$ cat config.mk
export PLATFORM = sky130hd
export DESIGN_NAME = cosine_similarity_accumulator
export DESIGN_NICKNAME = d
export VERILOG_FILES = /design/src/hw/rtl/csa_pkg.sv /design/src/hw/rtl/csa_ctrl.sv /design/src/hw/rtl/csa_datapath.sv /design/src/hw/rtl/cosine_similarity_accumulator.sv
export SDC_FILE = /design/constraint.sdc
export NUM_CORES = 2
export LEC_CHECK = 0
export ABC_AREA = 0
export BUFFER_PORTS_ARGS = -buffer_cell sky130_fd_sc_hd__buf_2
export CAP_MARGIN = 20
export CORE_UTILIZATION = 50
export DETAILED_ROUTE_END_ITERATION = 12
export GPL_TIMING_DRIVEN = 0
export PLACE_DENSITY = 0.68
export SLEW_MARGIN = 20
export SYNTH_ARGS = -nofsm -noshare
export SYNTH_HDL_FRONTEND = slang
export SYNTH_SLANG_ARGS = --single-unit
export TNS_END_PERCENT = 10
$ cat constraint.sdc
create_clock -name clk -period 9.6 [get_ports clk]
set_input_delay 0 -clock clk [delete_from_list [all_inputs] [get_ports clk]]
set_output_delay 0 -clock clk [all_outputs]
set_load 0.05 [all_outputs]
$ cat src/hw/rtl/csa_pkg.sv
`default_nettype none
package csa_pkg;

  localparam int ELEM_W    = 16;
  localparam int DOT_W     = 42;
  localparam int SQ_W      = 41;
  localparam int PROD_W    = 2 * SQ_W;
  localparam int HALF_W    = 21;
  localparam int ROOT_W    = 41;
  localparam int SQREM_W   = 43;
  localparam int DVD_W     = 56;
  localparam int DIVREM_W  = 42;
  localparam int FRAC_SH   = 14;
  localparam int RES_W     = 16;
  localparam int CNT_W     = 6;
  localparam int MUL_STEPS  = 4;
  localparam int ROOT_STEPS = 41;
  localparam int DIV_STEPS  = 56;
  localparam logic [14:0] ONE_Q14 = 15'd16384;

  typedef enum logic [2:0] {
    ST_IDLE,
    ST_ZCHK,
    ST_MUL,
    ST_ROOT,
    ST_DIV,
    ST_OUT
  } state_t;

  typedef struct packed {
    logic       acc;
    logic       init;
    logic       mul;
    logic [1:0] mul_sel;
    logic       root;
    logic       div;
    logic       finish;
  } cmd_t;

  typedef struct packed {
    logic zero_norm;
  } stat_t;

endpackage
`default_nettype wire

$ cat src/hw/rtl/csa_ctrl.sv
`default_nettype none
module csa_ctrl (
  input  wire logic          clk,
  input  wire logic          rst_n,
  input  wire logic          start,
  input  wire logic          in_last_element,
  input  wire csa_pkg::stat_t stat,
  output csa_pkg::cmd_t      cmd,
  output logic               busy
);

  csa_pkg::state_t state_r, state_nxt;
  logic [csa_pkg::CNT_W-1:0] cnt_r, cnt_nxt;

  always_ff @(posedge clk) begin
    if (!rst_n) begin
      state_r <= csa_pkg::ST_IDLE;
      cnt_r   <= '0;
    end else begin
      state_r <= state_nxt;
      cnt_r   <= cnt_nxt;
    end
  end

  always_comb begin
    state_nxt = state_r;
    cnt_nxt   = cnt_r;
    unique case (state_r)
      csa_pkg::ST_IDLE: begin
        if (start && in_last_element) begin
          state_nxt = csa_pkg::ST_ZCHK;
        end
      end
      csa_pkg::ST_ZCHK: begin
        cnt_nxt = '0;
        if (stat.zero_norm) begin
          state_nxt = csa_pkg::ST_OUT;
        end else begin
          state_nxt = csa_pkg::ST_MUL;
        end
      end
      csa_pkg::ST_MUL: begin
        if (cnt_r == csa_pkg::CNT_W'(csa_pkg::MUL_STEPS - 1)) begin
          cnt_nxt   = '0;
          state_nxt = csa_pkg::ST_ROOT;
        end else begin
          cnt_nxt = cnt_r + 1'b1;
        end
      end
      csa_pkg::ST_ROOT: begin
        if (cnt_r == csa_pkg::CNT_W'(csa_pkg::ROOT_STEPS - 1)) begin
          cnt_nxt   = '0;
          state_nxt = csa_pkg::ST_DIV;
        end else begin
          cnt_nxt = cnt_r + 1'b1;
        end
      end
      csa_pkg::ST_DIV: begin
        if (cnt_r == csa_pkg::CNT_W'(csa_pkg::DIV_STEPS - 1)) begin
          cnt_nxt   = '0;
          state_nxt = csa_pkg::ST_OUT;
        end else begin
          cnt_nxt = cnt_r + 1'b1;
        end
      end
      csa_pkg::ST_OUT: begin
        state_nxt = csa_pkg::ST_IDLE;
      end
      default: begin
        state_nxt = csa_pkg::ST_IDLE;
      end
    endcase
  end

  always_comb begin
    cmd         = '0;
    cmd.mul_sel = cnt_r[1:0];
    busy        = (state_r != csa_pkg::ST_IDLE);
    unique case (state_r)
      csa_pkg::ST_IDLE: cmd.acc    = start;
      csa_pkg::ST_ZCHK: cmd.init   = 1'b1;
      csa_pkg::ST_MUL:  cmd.mul    = 1'b1;
      csa_pkg::ST_ROOT: cmd.root   = 1'b1;
      csa_pkg::ST_DIV:  cmd.div    = 1'b1;
      csa_pkg::ST_OUT:  cmd.finish = 1'b1;
      default:          cmd        = '0;
    endcase
  end

endmodule
`default_nettype wire

$ cat src/hw/rtl/csa_datapath.sv
`default_nettype none
module csa_datapath (
  input  wire logic                              clk,
  input  wire logic                              rst_n,
  input  wire csa_pkg::cmd_t                     cmd,
  input  wire logic signed [csa_pkg::ELEM_W-1:0] in_left_element,
  input  wire logic signed [csa_pkg::ELEM_W-1:0] in_right_element,
  input  wire logic                              in_last_element,
  output csa_pkg::stat_t                         stat,
  output logic                                   out_valid,
  output logic signed [csa_pkg::RES_W-1:0]       out_similarity,
  output logic                                   out_zero_norm
);

  logic signed [csa_pkg::DOT_W-1:0] dot_r, dot_nxt, dsum_r;
  logic [csa_pkg::SQ_W-1:0] lsq_r, lsq_nxt, rsq_r, rsq_nxt, lsum_r, rsum_r;
  logic signed [31:0] lr, ll, rr;
  logic signed [csa_pkg::DOT_W:0] dot_ext;
  logic [csa_pkg::SQ_W:0] lsq_ext, rsq_ext;

  logic [csa_pkg::PROD_W-1:0] prod_r, prod_nxt, pp_sh;
  logic [csa_pkg::HALF_W-1:0] op_a, op_b;
  logic [2*csa_pkg::HALF_W-1:0] pp;

  logic [csa_pkg::SQREM_W-1:0] sqrem_r, sqrem_nxt;
  logic [csa_pkg::ROOT_W-1:0] root_r, root_nxt;
  logic [csa_pkg::SQREM_W+1:0] sq_ext, sq_trial;

  logic [csa_pkg::DVD_W-1:0] dvd_r, dvd_nxt, quot_r, quot_nxt;
  logic [csa_pkg::DIVREM_W-1:0] drem_r, drem_nxt;
  logic [csa_pkg::DIVREM_W:0] d_ext, d_den;
  logic [csa_pkg::DOT_W-1:0] mag;

  logic [14:0] q_cl;
  logic [csa_pkg::RES_W-1:0] sim;
  logic valid_r, zero_r;
  logic [csa_pkg::RES_W-1:0] sim_r;

  assign lr = in_left_element * in_right_element;
  assign ll = in_left_element * in_left_element;
  assign rr = in_right_element * in_right_element;

  always_comb begin
    dot_ext = {dot_r[csa_pkg::DOT_W-1], dot_r} + {{(csa_pkg::DOT_W-31){lr[31]}}, lr};
    lsq_ext = {1'b0, lsq_r} + {{(csa_pkg::SQ_W-31){1'b0}}, ll[31:0]};
    rsq_ext = {1'b0, rsq_r} + {{(csa_pkg::SQ_W-31){1'b0}}, rr[31:0]};
    if (dot_ext[csa_pkg::DOT_W] != dot_ext[csa_pkg::DOT_W-1]) begin
      dot_nxt = {dot_ext[csa_pkg::DOT_W], {(csa_pkg::DOT_W-1){~dot_ext[csa_pkg::DOT_W]}}};
    end else begin
      dot_nxt = dot_ext[csa_pkg::DOT_W-1:0];
    end
    lsq_nxt = lsq_ext[csa_pkg::SQ_W] ? '1 : lsq_ext[csa_pkg::SQ_W-1:0];
    rsq_nxt = rsq_ext[csa_pkg::SQ_W] ? '1 : rsq_ext[csa_pkg::SQ_W-1:0];
  end

  always_ff @(posedge clk) begin
    if (!rst_n) begin
      dot_r <= '0;
      lsq_r <= '0;
      rsq_r <= '0;
    end else if (cmd.acc) begin
      if (in_last_element) begin
        dot_r  <= '0;
        lsq_r  <= '0;
        rsq_r  <= '0;
      end else begin
        dot_r <= dot_nxt;
        lsq_r <= lsq_nxt;
        rsq_r <= rsq_nxt;
      end
    end
  end

  always_ff @(posedge clk) begin
    if (cmd.acc && in_last_element) begin
      dsum_r <= dot_nxt;
      lsum_r <= lsq_nxt;
      rsum_r <= rsq_nxt;
    end
  end

  assign stat.zero_norm = (lsum_r == '0) || (rsum_r == '0);
  assign mag = dsum_r[csa_pkg::DOT_W-1] ? csa_pkg::DOT_W'(-dsum_r) : dsum_r;

  // Square-sum product built from four partial products of 21-bit halves.
  always_comb begin
    op_a = cmd.mul_sel[1] ? {1'b0, lsum_r[csa_pkg::SQ_W-1:csa_pkg::HALF_W]}
                          : lsum_r[csa_pkg::HALF_W-1:0];
    op_b = cmd.mul_sel[0] ? {1'b0, rsum_r[csa_pkg::SQ_W-1:csa_pkg::HALF_W]}
                          : rsum_r[csa_pkg::HALF_W-1:0];
    pp = op_a * op_b;
    unique case (cmd.mul_sel)
      2'd0:    pp_sh = csa_pkg::PROD_W'(pp);
      2'd3:    pp_sh = csa_pkg::PROD_W'(pp) << (2 * csa_pkg::HALF_W);
      default: pp_sh = csa_pkg::PROD_W'(pp) << csa_pkg::HALF_W;
    endcase
  end

  // One result bit per step for both the square root and the division.
  always_comb begin
    sq_ext   = {sqrem_r, prod_r[csa_pkg::PROD_W-1 -: 2]};
    sq_trial = {2'b00, root_r, 2'b01};
    d_ext    = {drem_r, dvd_r[csa_pkg::DVD_W-1]};
    d_den    = {2'b00, root_r};
    prod_nxt  = prod_r;
    sqrem_nxt = sqrem_r;
    root_nxt  = root_r;
    dvd_nxt   = dvd_r;
    drem_nxt  = drem_r;
    quot_nxt  = quot_r;
    priority if (cmd.init) begin
      prod_nxt  = '0;
      sqrem_nxt = '0;
      root_nxt  = '0;
      dvd_nxt   = {mag, {csa_pkg::FRAC_SH{1'b0}}};
      drem_nxt  = '0;
      quot_nxt  = '0;
    end else if (cmd.mul) begin
      prod_nxt = prod_r + pp_sh;
    end else if (cmd.root) begin
      prod_nxt = prod_r << 2;
      if (sq_ext >= sq_trial) begin
        sqrem_nxt = csa_pkg::SQREM_W'(sq_ext - sq_trial);
        root_nxt  = {root_r[csa_pkg::ROOT_W-2:0], 1'b1};
      end else begin
        sqrem_nxt = sq_ext[csa_pkg::SQREM_W-1:0];
        root_nxt  = {root_r[csa_pkg::ROOT_W-2:0], 1'b0};
      end
    end else if (cmd.div) begin
      dvd_nxt = dvd_r << 1;
      if (d_ext >= d_den) begin
        drem_nxt = csa_pkg::DIVREM_W'(d_ext - d_den);
        quot_nxt = {quot_r[csa_pkg::DVD_W-2:0], 1'b1};
      end else begin
        drem_nxt = d_ext[csa_pkg::DIVREM_W-1:0];
        quot_nxt = {quot_r[csa_pkg::DVD_W-2:0], 1'b0};
      end
    end
  end

  always_ff @(posedge clk) begin
    prod_r  <= prod_nxt;
    sqrem_r <= sqrem_nxt;
    root_r  <= root_nxt;
    dvd_r   <= dvd_nxt;
    drem_r  <= drem_nxt;
    quot_r  <= quot_nxt;
  end

  always_comb begin
    q_cl = (quot_r > csa_pkg::DVD_W'(csa_pkg::ONE_Q14)) ? csa_pkg::ONE_Q14 : quot_r[14:0];
    sim  = dsum_r[csa_pkg::DOT_W-1] ? -{1'b0, q_cl} : {1'b0, q_cl};
  end

  always_ff @(posedge clk) begin
    if (!rst_n) begin
      valid_r <= 1'b0;
    end else begin
      valid_r <= cmd.finish;
    end
  end

  always_ff @(posedge clk) begin
    if (cmd.finish) begin
      zero_r <= stat.zero_norm;
      sim_r  <= stat.zero_norm ? '0 : sim;
    end
  end

  assign out_valid      = valid_r;
  assign out_zero_norm  = zero_r;
  assign out_similarity = sim_r;

endmodule
`default_nettype wire

$ cat src/hw/rtl/cosine_similarity_accumulator.sv
`default_nettype none
// Element pairs without the last mark are taken one per cycle while busy is low;
// they leave busy low. A pair marked last raises busy, which spans the 4 multiply,
// 41 root and 56 divide steps of the shared datapath, then out_valid strobes for
// one cycle. With a zero norm busy skips those steps. The receiver cannot stall.
// Synchronous active-low reset clears the sums and the controller.
module cosine_similarity_accumulator (
  input  wire logic                              clk,
  input  wire logic                              rst_n,
  input  wire logic                              start,
  output logic                                   busy,
  input  wire logic signed [csa_pkg::ELEM_W-1:0] in_left_element,
  input  wire logic signed [csa_pkg::ELEM_W-1:0] in_right_element,
  input  wire logic                              in_last_element,
  output logic                                   out_valid,
  output logic signed [csa_pkg::RES_W-1:0]       out_similarity,
  output logic                                   out_zero_norm
);

  csa_pkg::cmd_t  cmd;
  csa_pkg::stat_t stat;

  csa_ctrl u_ctrl (
    .clk             (clk),
    .rst_n           (rst_n),
    .start           (start),
    .in_last_element (in_last_element),
    .stat            (stat),
    .cmd             (cmd),
    .busy            (busy)
  );

  csa_datapath u_dp (
    .clk              (clk),
    .rst_n            (rst_n),
    .cmd              (cmd),
    .in_left_element  (in_left_element),
    .in_right_element (in_right_element),
    .in_last_element  (in_last_element),
    .stat             (stat),
    .out_valid        (out_valid),
    .out_similarity   (out_similarity),
    .out_zero_norm    (out_zero_norm)
  );

`ifndef ASSERT_OFF
  a_idle_after_result: assert property (@(posedge clk) disable iff (!rst_n)
    out_valid |-> !busy) else $error("result while busy");
  a_zero_gives_zero: assert property (@(posedge clk) disable iff (!rst_n)
    (out_valid && out_zero_norm) |-> (out_similarity == '0)) else $error("zero norm");
  a_range: assert property (@(posedge clk) disable iff (!rst_n)
    out_valid |-> (out_similarity <= 16'sd16384 && out_similarity >= -16'sd16384))
    else $error("similarity out of range");
  a_stream: assert property (@(posedge clk) disable iff (!rst_n)
    (start && !busy && !in_last_element) |=> !busy) else $error("stream stalled");
`endif

endmodule
`default_nettype wire
Word level (Yosys, flattened, before mapping)
Cells that the tools add are included.
Widths: inputs -> output; s select.

storage, ports and cells
  register bits = 581
  input bits = 36
  output and inout port bits = 19

operators by class
  add/subtract/negate cells = 9
  $mul = 4
  order comparisons = 3
  eq/ne operators = 16
  multiplexer cells = 39
  bitwise operators = 4
  reduce and logical (&&, ||, !) cells = 17

operators by type and width
  kind                  number
  $mux 56               4
  $mux 42               4
  $mux 41               4
  $mux 82               2
  $pmux 82 s2           1
  $mul 16x16->32        3
  $add 41x32->42        2
  $add 82x82->82        1
  $logic_not 41->1      2
  $gt 56x15->1 const B  1
  $ge 45x43->1          1
  $add 42x32->43        1
  $ge 43x41->1          1
  $mux 43               1
  $sub 43x43->43        1
  $mul 21x21->42        1
  $mux 21               2
  $neg 42->42           1
  $sub 42x41->42        1
  $mux 15               2
  $pmux 6 s4            1
  $mux 6                3
  $neg 15->16           1
  $mux 3                5
  25 further kinds      46

Longest topological paths before layout
  word-level depth = 8
  gate-level depth with buffers = 48
  mapped depth without buffers = 44

Modules after synthesis
From an unflattened synthesis, not the netlist that was laid out.

second synthesis, totals
  cells, all modules = 9296
  area total of the unflattened synthesis = 81680.8 um^2

by module, submodules not included
  module        instances  cells each  area an instance (um^2)  sequential area each (um^2)
  csa_datapath  1          9215        81045.2                  13282.7
  csa_ctrl      1          81          635.6                    180.2

Least setup slack after synthesis
No wires, ideal clock.

  kind = register to register
  start point = reg u_ctrl.state_r[1]
  end point = reg u_dp.prod_r[80] in the netlist's numbering
  setup time = 0.128 ns
  data arrival time = 10.458 ns
  required time = 9.472 ns
  setup slack = -0.986 ns
  stages on the path, launching flop included = 44
  buffers on the path = 5
  clock period less this slack = 10.586 ns
  path through = dfxtp_1 clkbuf_1 nand2_1 nand2_1 clkbuf_1 clkbuf_1 nand2_1 nand2_1 clkbuf_1 nand2_1 fa_1 inv_1 fa_1 inv_1 fa_1 inv_1 fa_1 fa_1 [... 8 more ...] nand2_1 o21ai_0 a21bo_2 a21oi_1 xnor2_1 a22o_1 ha_1 clkbuf_1 a2111o_1 a31oi_1 o21ai_0 a41oi_1 o41a_1 a21oi_1 o21ai_0 o21ai_0 xnor2_1 o21ai_0

between the ends
  word-level cells in the longest chain between the ends = 8
  elaborated cells between the ends (all ways) = 20

RTL lines
  element                                   line                                    RTL
  start, declared                           csa_ctrl.sv:12                          csa_pkg::state_t state_r, state_nxt;
  start signal, assigned                    csa_ctrl.sv:17                          state_r <= csa_pkg::ST_IDLE;
  start signal, assigned                    csa_ctrl.sv:20                          state_r <= state_nxt;
  $eq 3x1->1, or another cell as far along  csa_ctrl.sv:79                          unique case (state_r)
  $reduce_or 6->1 (no line)                 --
  $mux 2                                    csa_ctrl.sv:79
  $mux 21 (on tied branches)                csa_datapath.sv:87, csa_datapath.sv:89
  $mul 21x21->42                            csa_datapath.sv:91                      pp = op_a * op_b;
  $pmux 82 s2                               csa_datapath.sv:92                      unique case (cmd.mul_sel)
  $add 82x82->82                            csa_datapath.sv:119                     prod_nxt = prod_r + pp_sh;
  $mux 82                                   csa_datapath.sv:118                     end else if (cmd.mul) begin
  end signal, assigned                      csa_datapath.sv:142                     prod_r <= prod_nxt;
  end, declared                             csa_datapath.sv:21                      logic [csa_pkg::PROD_W-1:0] prod_r, prod_nxt, pp_sh;

Several ways; a longest one is shown, not always the timed one.
A chain may end at the register's enable or synchronous reset.

Final worst setup path
  start point = reg u_ctrl.state_r[2]
  end point = reg u_dp.prod_r[72] in the netlist's numbering

The elaborated chain is that of the path after synthesis.

==> results.cfg <==
[clock_network]
clk_latency_ns = 0.71
clock_path_buffers = 3
cts_buffers = 72
cts_max_level = 3
cts.sink_count = 581
cts_tree = yes
clockRootBuffer = clkbuf_16
clk_pin_slew_worst_paths_ns = 0.06

[yosys]
synth_area_leaders = fa_1 29%, ha_1 11%, dfxtp_1 9.8%
synthCells = 9436
netlist_top_cells_count = 1,485 x inv_1, 1,180 x fa_1, 1,180 x nand2_1, 686 x ha_1, 615 x nor2_1
synth.most_common_cell = inv_1
yosysTopAreaCell = fa_1
synth-async-reset-ratio_pct = 0
synth_area_mm2 = 0.0815
synthFlopType = dfxtp_1
yosysUniqueCellTypes = 79
synth.avg_cell_area_um2 = 8.64
ys_seq_elements = 581
synth_edf_count = 183
synth_top_area_share_pct = 29.0
yosysWarnings = 0
syn_nets = 11338
yosysSeqAreaShare_pct = 16.5

[setup_path]
ff2ff_path_depth = 43
rr_endpoint = u_dp.prod_r[72]
crit_path_end = u_dp.prod_r[72]
cp-startpoint = u_ctrl.state_r[2]
crit_required_ns = 10.12
r2r_slack_ns = -0.66
critPathSlowestCell = fa_2
worstSetupPathType = flop to flop
cp_common_cell = fa_1
end_kind = flop
cp.depth = 43
crit_path_start_kind = flop
worstPathArrival_ns = 10.78
critPathBufInv = 10
slowest_delay_ns = 0.57
r2r_start = u_ctrl.state_r[2]
cp_top_family = adder cells
crit_fanout = 6

[cells_and_area]
layout-drive-gt1-share_pct = 9.52
fillers = 14353
syn2layout_area_growth_pct = 13.4
fin_cells = 12000
layout.nets = 11677
multi_input_area_mm2 = 0.0636
ff_latch_area_mm2 = 0.0135

[route]
final_antenna_net_count = 0
wirelength_um = 254000
route.detailed.wl_per_inst_um = 21.2
routed_via_density = 5.79
drt_iter0_drc = 6115
num_vias = 69485
dr.pass1.iters = 9
drc = 0

[sta]
tightest_slew_ns = 1.25
final.setup_skew_ns = 0.0636
setup_slack_ns = -0.663
slew_headroom_pct = 16.0
fin_crit_ns = 10.26
setup_violations = 62
fmax_mhz = 97.4
rsz0062_at_grt = yes
timing.hold.ws_ns = 0.0557
maxSlewViolCount = 0
hold_violations = 0
finalCritPeriodShare_pct = 107

[die]
fp.dieW_um = 406
rows = 147
start_util_pct = 50.5
die_height_um = 406
io_pins = 55
core_mm2 = 0.161
dieArea_mm2 = 0.165

[placement]
dp_hpwl_um = 201000
gp_congestion = 1.02
io_buffers = 47
place_inst = 11647

[run_status]
violations = setup timing
status = finished, violations left

[worst_hold_path]
min_path_type = input port to flop
min-delay-start = rst_n

[flow_run]
cap_violations = 0

[global_route]
grt_use_total_pct = 30.9
antenna_found_initial = 11
overflow = 0
grt_start_max_net_pins = 58
grt_pass1_vias = 70163
grt_pass1_wl_um = 394000
-- worst register-to-register path, delay by kind of cell, from the launching register on --
kind	cells	cell delay, ns
DFF	1	0.37
and+or+nand+nor	8	0.98
adders and majority gates	9	4.18
xor gates and xnor gates	2	0.35
buffers and inverters	10	1.07
muxes	1	0.37
AOI/OAI and AO/OA	13	2.75
-- cells in the final DEF (no fill, tap or decap), drive strengths merged, types with 32 or more instances in the layout --
master and count:
a221o 37, a22o 93, o31ai 32, o21a 63, mux2i 54, fa 1180, xnor2 239, a21boi 34
nor3 132, clkbuf 463, nor2 615, and2 242, or2 41, a21o 203, o21bai 69, o211ai 35
buf 311, o21ai 485, edfxtp 183, nor2b 56, or3 35, a31oi 41, nand3 132, nand2b 84
dfxtp 398, inv 1490, nand2 1180, ha 686, nand4 59, a21oi 510, and3 55, a211oi 38
xor2 172, nor4 41
-- cell families after synthesis --
family	after synthesis	share of synthesized area, %
muxes	60	0.746
adders and majority gates	1893	39.8
AOI/OAI and AO/OA	1838	14.4
xor gates and xnor gates	411	4.42
DFF	581	16.5
buffers and inverters	1910	8.79
and+or+nand+nor	2743	15.3
-- sequential cells by signal, summed over array words and instances (netlist names) --
name,count
u_dp.prod_r,82
u_dp.quot_r,56
u_dp.sqrem_r,43
u_dp.dot_r,42
u_dp.drem_r,42
u_dp.dsum_r,42
u_dp.dvd_r,42
u_dp.lsq_r,41
u_dp.lsum_r,41
u_dp.root_r,41
u_dp.rsq_r,41
u_dp.rsum_r,41
u_dp.out_similarity,16
u_ctrl.cnt_r,6
u_ctrl.state_r,3
u_dp.out_valid,1
u_dp.out_zero_norm,1
-- area by class of cell --
class                   instances  share of cell area [%]
clock inverters                37                   0.518
repair buffers                287                    2.64
multi-input cells            6945                    68.8
clock buffers                  96                    2.23
flip-flops and latches        581                    14.6
diodes                          6                  0.0162
well taps                    2160                    2.92
plain buffers                 395                    2.27
inverters                    1493                    6.08
-- per-layer routing --
layer	track usage [%]	share of wire (%)
met5	0.238	0.046
met4	13.8	4.9
met3	6.19	8.6
met2	49.8	46
met1	40.2	41
-- metrics by stage --
stage / utilization, % / TNS, ns / setup WS [ns] / instance area [um^2]
6_report: 57.3 / -22.71 / -0.663 / 92400
5_1_grt: 57.3 / -47.05 / -0.874 / 92400
4_1_cts: 56.6 / -16.61 / -0.537 / 91300
3_5_place_dp: 52.7 / -260.57 / -2.64 / 85000
3_3_place_gp: 52.6 / -231.76 / -2.54 / 84900
2_1_floorplan: - / 0 / 0.00266 / 82000
-- worst min path at each step --
stage                      endpoint  slack (ns)  cells after the start
CTS                  u_dp.lsum_r[0]        0.03                      3
global route         u_dp.lsq_r[39]        0.09                      4
detailed placement  u_dp.root_r[20]        0.46                      2
floorplan             u_dp.rsq_r[3]        0.22                      3
global placement    u_dp.root_r[26]        0.45                      2
finish               u_dp.lsq_r[39]        0.06                      4
-- timing repair --
item | 4_1_cts | 5_1_grt
pin swaps | 195 | 118
hold buffers | 4 | 0
buffers inserted | 172 | 56
gates cloned | 4 | 1
gates resized for setup | 521 | 209
setup endpoints to repair | 198 | 213
hold endpoints to repair | 33 | 0
Power is not shown: default switching activity piles up to over one toggle a cycle in this logic, so the estimate is an artifact.
